===== config.mk =====
export PLATFORM = sky130hd
export DESIGN_NAME = pmhc_div
export DESIGN_NICKNAME = d
export VERILOG_FILES = /design/src/sv/pmhc_pkg.sv /design/src/sv/pmhc_div.sv
export SDC_FILE = /design/constraint.sdc
export NUM_CORES = 1
export LEC_CHECK = 0
export BUFFER_PORTS_ARGS = -buffer_cell sky130_fd_sc_hd__buf_2
export CORE_UTILIZATION = 35
export CTS_CLUSTER_DIAMETER = 40
export CTS_CLUSTER_SIZE = 14
export DETAILED_ROUTE_END_ITERATION = 7
export GPL_TIMING_DRIVEN = 1
export HOLD_SLACK_MARGIN = 0.05
export SLEW_MARGIN = 15
export SYNTH_ARGS = -nofsm -noshare
export SYNTH_HDL_FRONTEND = slang
export SYNTH_SLANG_ARGS = --single-unit

===== constraint.sdc =====
create_clock -name clk -period 7.3 [get_ports clk]
set_input_delay 1.825 -clock clk [delete_from_list [all_inputs] [get_ports clk]]
set_output_delay 1.825 -clock clk [all_outputs]
set_load 0.1 [all_outputs]

===== src/sv/pmhc_pkg.sv =====
// ----------------------------------------------------------------------------
// pmhc_pkg
// Shared constants and types for the projected point mask hit counter.
// ----------------------------------------------------------------------------
package pmhc_pkg;

  localparam int MAX_COLS   = 1024;
  localparam int MAX_ROWS   = 1024;
  localparam int MAX_POINTS = 1048576;
  localparam int COL_W      = $clog2(MAX_COLS);
  localparam int ROW_W      = $clog2(MAX_ROWS);
  localparam int ADDR_W     = COL_W + ROW_W;
  localparam int DEPTH      = MAX_COLS * MAX_ROWS;
  localparam int PIX_W      = 24;
  localparam int CNT_W      = 21;
  localparam int FRAC_W     = 17;
  localparam int SIZE_W     = 11;
  localparam int CFG_IDX_W  = 4;
  localparam int CFG_W      = 64;
  localparam int ACC_W      = 50;
  localparam int DIV_W      = 49;
  localparam int SUM_LIMIT  = 55 * 3;

  typedef enum logic [CFG_IDX_W-1:0] {
    REG_ROW0_A = 4'd0,
    REG_ROW0_B = 4'd1,
    REG_ROW1_A = 4'd2,
    REG_ROW1_B = 4'd3,
    REG_ROW2_A = 4'd4,
    REG_ROW2_B = 4'd5,
    REG_WIDTH  = 4'd6,
    REG_HEIGHT = 4'd7
  } cfg_reg_t;

endpackage


===== src/sv/pmhc_div.sv =====
// ----------------------------------------------------------------------------
// pmhc_div
// Restoring unsigned divider, one quotient bit per cycle.
// ----------------------------------------------------------------------------
module pmhc_div (
  input  logic                       clk,
  input  logic                       rst_n,
  input  logic                       start,
  input  logic [pmhc_pkg::DIV_W-1:0] num,
  input  logic [pmhc_pkg::DIV_W-1:0] den,
  output logic                       done,
  output logic [pmhc_pkg::DIV_W-1:0] quo,
  output logic [pmhc_pkg::DIV_W-1:0] rem
);
  import pmhc_pkg::*;

  localparam int CW = $clog2(DIV_W + 1);

  logic [DIV_W-1:0] quo_r, rem_r, den_r;
  logic [CW-1:0]    cnt_r;
  logic             busy_r, done_r;
  logic [DIV_W:0]   trial;
  logic             fits;

  assign trial = {rem_r, quo_r[DIV_W-1]};
  assign fits  = trial >= {1'b0, den_r};

  always_ff @(posedge clk) begin
    if (!rst_n) begin
      busy_r <= 1'b0;
      done_r <= 1'b0;
      cnt_r  <= '0;
    end else begin
      done_r <= 1'b0;
      if (start) begin
        busy_r <= 1'b1;
        cnt_r  <= CW'(DIV_W);
        quo_r  <= num;
        rem_r  <= '0;
        den_r  <= den;
      end else if (busy_r) begin
        rem_r <= fits ? DIV_W'(trial - {1'b0, den_r}) : trial[DIV_W-1:0];
        quo_r <= {quo_r[DIV_W-2:0], fits};
        cnt_r <= cnt_r - 1'b1;
        if (cnt_r == CW'(1)) begin
          busy_r <= 1'b0;
          done_r <= 1'b1;
        end
      end
    end
  end

  assign done = done_r;
  assign quo  = quo_r;
  assign rem  = rem_r;

endmodule


After elaboration in Yosys (flattened, before gate mapping). Cells that the tools add are included.

Register bits: 155. Input bits: 101. Output and inout port bits: 99. Word-level logic and storage cells: 28.

$add $sub $neg: 2. Magnitude comparators: 1. Equality and inequality tests: 1. Mux-type cells: 10. Bitwise logic cells: 2. Reductions and logical operators: 5.

Operators by type and width (number): $mux W49 (4); $ge A50 B49 Y1 (1); $sub A49 B49 Y49 (1); $mux W6 (2); $eq A6 B1 Y1 const B (1); $sub A6 B1 Y6 const B (1); $mux W1 (4); $reduce_and A2 Y1 (2); $reduce_or A3 Y1 (1); $not A1 Y1 (2); $reduce_bool A2 Y1 (1); $reduce_or A2 Y1 (1).

Logic depth before layout (Yosys ltp).
Depth after elaboration: 4. Mapped depth: 14. Depth with buffers taken out: 13.

Least setup slack after synthesis. Ideal clock, no wire load.

Kind: input-to-reg. Start: in start. End: reg quo_r[0] (netlist: quo[0]), enable pin. Setup time: 0.465 ns. Data arrival time: 4.631 ns. Data required time: 6.835 ns. Path slack: 2.204 ns. Stages: 3. Path buffers: 2. Cell sequence: clkbuf_1 clkbuf_1 o21a_1.

Longest elaborated chain between the ends: 2.

RTL lines: start: declaration (line pmhc_div.sv:8) `input logic start,`; $reduce_bool A2 Y1 (no source line); $reduce_and A2 Y1 (no source line); end signal: assignment (line pmhc_div.sv:38) `quo_r <= num;`; end signal: assignment (line pmhc_div.sv:43) `quo_r <= {quo_r[DIV_W-2:0], fits};`; end: declaration (line pmhc_div.sv:19) `logic [DIV_W-1:0] quo_r, rem_r, den_r;`.

Every way passes these cells. A chain may end at the register's enable or synchronous reset.

Final worst setup path.
Start: reg quo_r[48] (netlist: quo[48]). End: reg rem_r[44] (netlist: rem[44]), data pin.

Longest elaborated chain between the ends: 3. Elaborated cells on any way between the ends: 4. Classes of those cells: 1 x add/sub; 1 x order compare; 2 x mux.

RTL lines: $sub A49 B49 Y49 / $ge A50 B49 Y1 (equally long branches) (line pmhc_div.sv:42, pmhc_div.sv:26); $mux W49 (*) (line pmhc_div.sv:42) `rem_r <= fits ? DIV_W'(trial - {1'b0, den_r}) : trial[DIV_W-1:0];`; $mux W49 (*) (line pmhc_div.sv:41) `end else if (busy_r) begin`; end signal: assignment (line pmhc_div.sv:42); end: declaration (line pmhc_div.sv:19).

Mark *: on every way between the ends. The rest lies on a longest branch, timed or not. The select of a mux whose other input is x is not followed.

==> key figures <==
Die
  – Die extent in x: between 150 and 200 microns
  – Cell Rows: a little under 60
  – Die extent in y: about 170 microns
  – Number of I/O pins: 200
  – Initial Util: 0.359
  – Core ar.: 26100 sq um
  – Die area: 27400 sq um

Synthesis
  – Most used DFF post-synth: edfxtp_1
  – Syn Nets: 973
  – Number of synthesis warnings: 0
  – Synth unique cells: 78
  – Synth Instances: 820
  – Post-synthesis cell area: roughly 9400 sq um
  – Synth Area per Inst: about 11 sq um
  – Asr flop ratio synth: 0
  – Post-synth EDFFs: ~150
  – Post-synthesis sequential area ratio: 0.488
  – Yosys reg bits: around 160

Worst setup path
  – Worst R2R Path Depth: 12
  – CP Max Fanout: 55
  – Critical Path AT: 4.16 ns
  – Worst setup EP type: flop
  – CP Launch Type: flop
  – WP data required: about 7.6 ns
  – Reg2reg setup slack: around 3.4 ns
  – Worst r2r src: quo[48]
  – Critical Setup Path Class: reg -> reg
  – Capture point of the worst reg-to-reg path: rem[44]

Power and ir drop
  – Worst VDD drop: 160 uV
  – Leak Pwr: 4.80 nW
  – Clock power frac: 0.299
  – Sequential group share of total power: 0.356
  – Power density over cell area: roughly 280 nW/um^2
  – Net Sw Frac: 0.405
  – Gate power share: 0.345
  – P_sw: between 1 and 1.5 mW
  – Internal power: approximately 1.9 mW

Timing
  – Fin crit share: 0.529
  – F_max: 259 MHz
  – Slew of the pin with the lowest slew margin: approximately 1.1 ns
  – Final setup TNS: 0 ns
  – Hold Violations, Final: 0
  – Clk_skew: 0.0156 ns
  – Min Hold Slack: between 0.5 and 0.6 ns
  – Final setup violation count: 0
  – RSZ-0062 raised after global routing: false
  – Final min period: 3.86 ns
  – Slew HR: 0.271
  – Final Max Tran Viols: 0

Finish
  – Ant. Diodes: 0
  – Final core utilization: 0.429
  – Multi-input logic area: around 4300 sq um
  – Register Area: 4570 sq um
  – Nets: between 1k and 1.5k
  – FILL cells: about 2.5k
  – Finished Layout Cells: ~1.4k
  – Area Overhead vs Synth: 19.5%
  – Layout cells sized above 1: 0.329
  – Most common cell after layout, fill and taps aside: buf_2
  – Commonest non-fill, non-tap cells in the layout: 198 x buf_2, 147 x edfxtp_1, 70 x inv_1, 65 x nor2_1, 51 x ha_1

Global routing
  – Overflow after GRT: 0
  – First-pass GRT wire length: ~36 mm
  – Vias in the first global route: a little under 7k
  – All-Layer GR Usage: 0.165
  – Largest net degree at the start of global routing: 56
  – Initial antenna violation count: 1

Place
  – PortBufs: between 150 and 200
  – Dpl cells: about 1.3k
  – GP Congestion: 0.855
  – Final HPWL DP: ~17 mm

Clock network
  – CTS root buf: clkbuf_16
  – Clock H-tree levels: 4
  – CTS tree: yes
  – Hold buffer count at cts: 0
  – Clk sinks: around 160
  – CTS Buf Count: 17
  – Post-CTS Setup Bufs: 0
  – Clk buf depth: 2
  – Clock slew at reported path FFs: around 0.07 ns
  – Post-cts sizing count: 0
  – Worst skew pair latency: approximately 0.45 ns

Job
  – Max Cap Violations: 0

Run status
  – Failing checks: DRC
  – Outcome: finished, violations left

Drt
  – Vias after detailed routing: slightly below 7k
  – Initial DRT Pass Iterations: 8
  – Vias per inst: between 5 and 6
  – DRT iter0 DRCs: slightly below 400
  – DRC violations left: 12
  – Total length of routed wires: 22.6 mm
  – Routed WL per cell: approximately 17 microns
  – DRT antenna net count: 0

Hold path
  – Min-Delay Startpoint: cnt_r[1]
  – Min-delay worst type: reg -> reg
  – Worst hold endpoint: cnt_r[1]
  – WHS Path Cells: 2
==> registers in the layout (all words and copies together) (netlist names) <==
register,cells
done,1
busy_r,1
rem,49
cnt_r,6
quo,49
den_r,49
==> through the flow <==
step                area (sq um)  setup slack [ns]  power [mW]
CTS                        11200              3.39        3.17
global route               11200              3.09        3.28
finish                     11200              3.44        3.14
floorplan                   9370              2.20        2.03
global placement           10600              3.16        2.21
detailed placement         10600              3.15        2.22
==> cell usage after synthesis, types with 5 or more instances <==
cell      count  area share
o21a_1        7      0.0056
edfxtp_1    147        0.47
nand3_1      18      0.0096
clkbuf_1     18      0.0072
mux2i_1      31       0.033
buf_2        11      0.0059
buf_12        5       0.011
nand2_1      37       0.015
xor2_1       22       0.021
nor2_2       10      0.0067
nand4_1      16       0.011
xnor2_1      25       0.023
o211ai_1      7      0.0056
o21ai_0      23       0.012
nor3_1        8      0.0043
dfxtp_1       8       0.017
a21boi_0      7      0.0056
a21oi_1      47       0.025
nor2_1       65       0.026
a21o_1       18       0.014
a211oi_2     10       0.013
and3_1        5      0.0033
a22o_1        5      0.0047
mux2_2       49       0.059
ha_1         51       0.068
inv_1        71       0.028
o21bai_1      6      0.0048
a31oi_1       9      0.0060
==> final cells by class <==
type	instances	share of cell area
repair buffers	201	0.0905
clock buffers	17	0.0380
flip-flops and latches	155	0.408
well taps	335	0.0374
inverters	71	0.0238
multi-input cells	557	0.383
clock inverters	15	0.0184
==> layer usage <==
metal	wire [microns]	vias up	track usage
li1	-	3395	-
met1	10300	3263	0.217
met2	10400	198	0.263
met3	1580	18	0.0468
met4	254	0	0.0496
met5	0	-	0
==> worst max-delay path, cell delays in order, from the launching register on <==
cell	delay, ns
edfxtp_1	0.41
inv_1	0.08
ha_1	0.16
inv_1	0.06
fa_1	0.40
a21oi_1	0.26
o211ai_1	0.19
nand3_1	0.16
nand4_2	0.18
nand4b_4	0.16
nand3_4	0.74
nor2_1	0.68
a22o_1	0.23
==> power groups by stage <==
stage,clock network (mW),logic (mW),registers [mW]
floorplan,0,0.557,1.48
global placement,0,1.08,1.14
detailed placement,0,1.08,1.14
CTS,0.958,1.09,1.12
global route,0.988,1.17,1.13
finish,0.939,1.08,1.12
==> kinds of logic after synthesis <==
| family | after synthesis | synth area share |
|---|---|---|
| compound gates | 184 | 0.144 |
| xor+xnor | 47 | 0.0439 |
| fa+ha+maj | 52 | 0.0702 |
| buf+inv | 108 | 0.0551 |
| flops | 155 | 0.488 |
| mux | 80 | 0.0920 |
| simple gates | 194 | 0.107 |
==> worst max path at each step <==
stage | start | to | slack [ns] | cells past startpoint
global route | quo[48] | rem[44] | 3.09 | 12
finish | quo[48] | rem[44] | 3.44 | 12
CTS | quo[48] | rem[41] | 3.39 | 12
detailed placement | start | rem[17] | 3.15 | 3
global placement | start | rem[17] | 3.16 | 3
floorplan | start | quo[0] | 2.20 | 3
(Power assumes the default switching activity.)
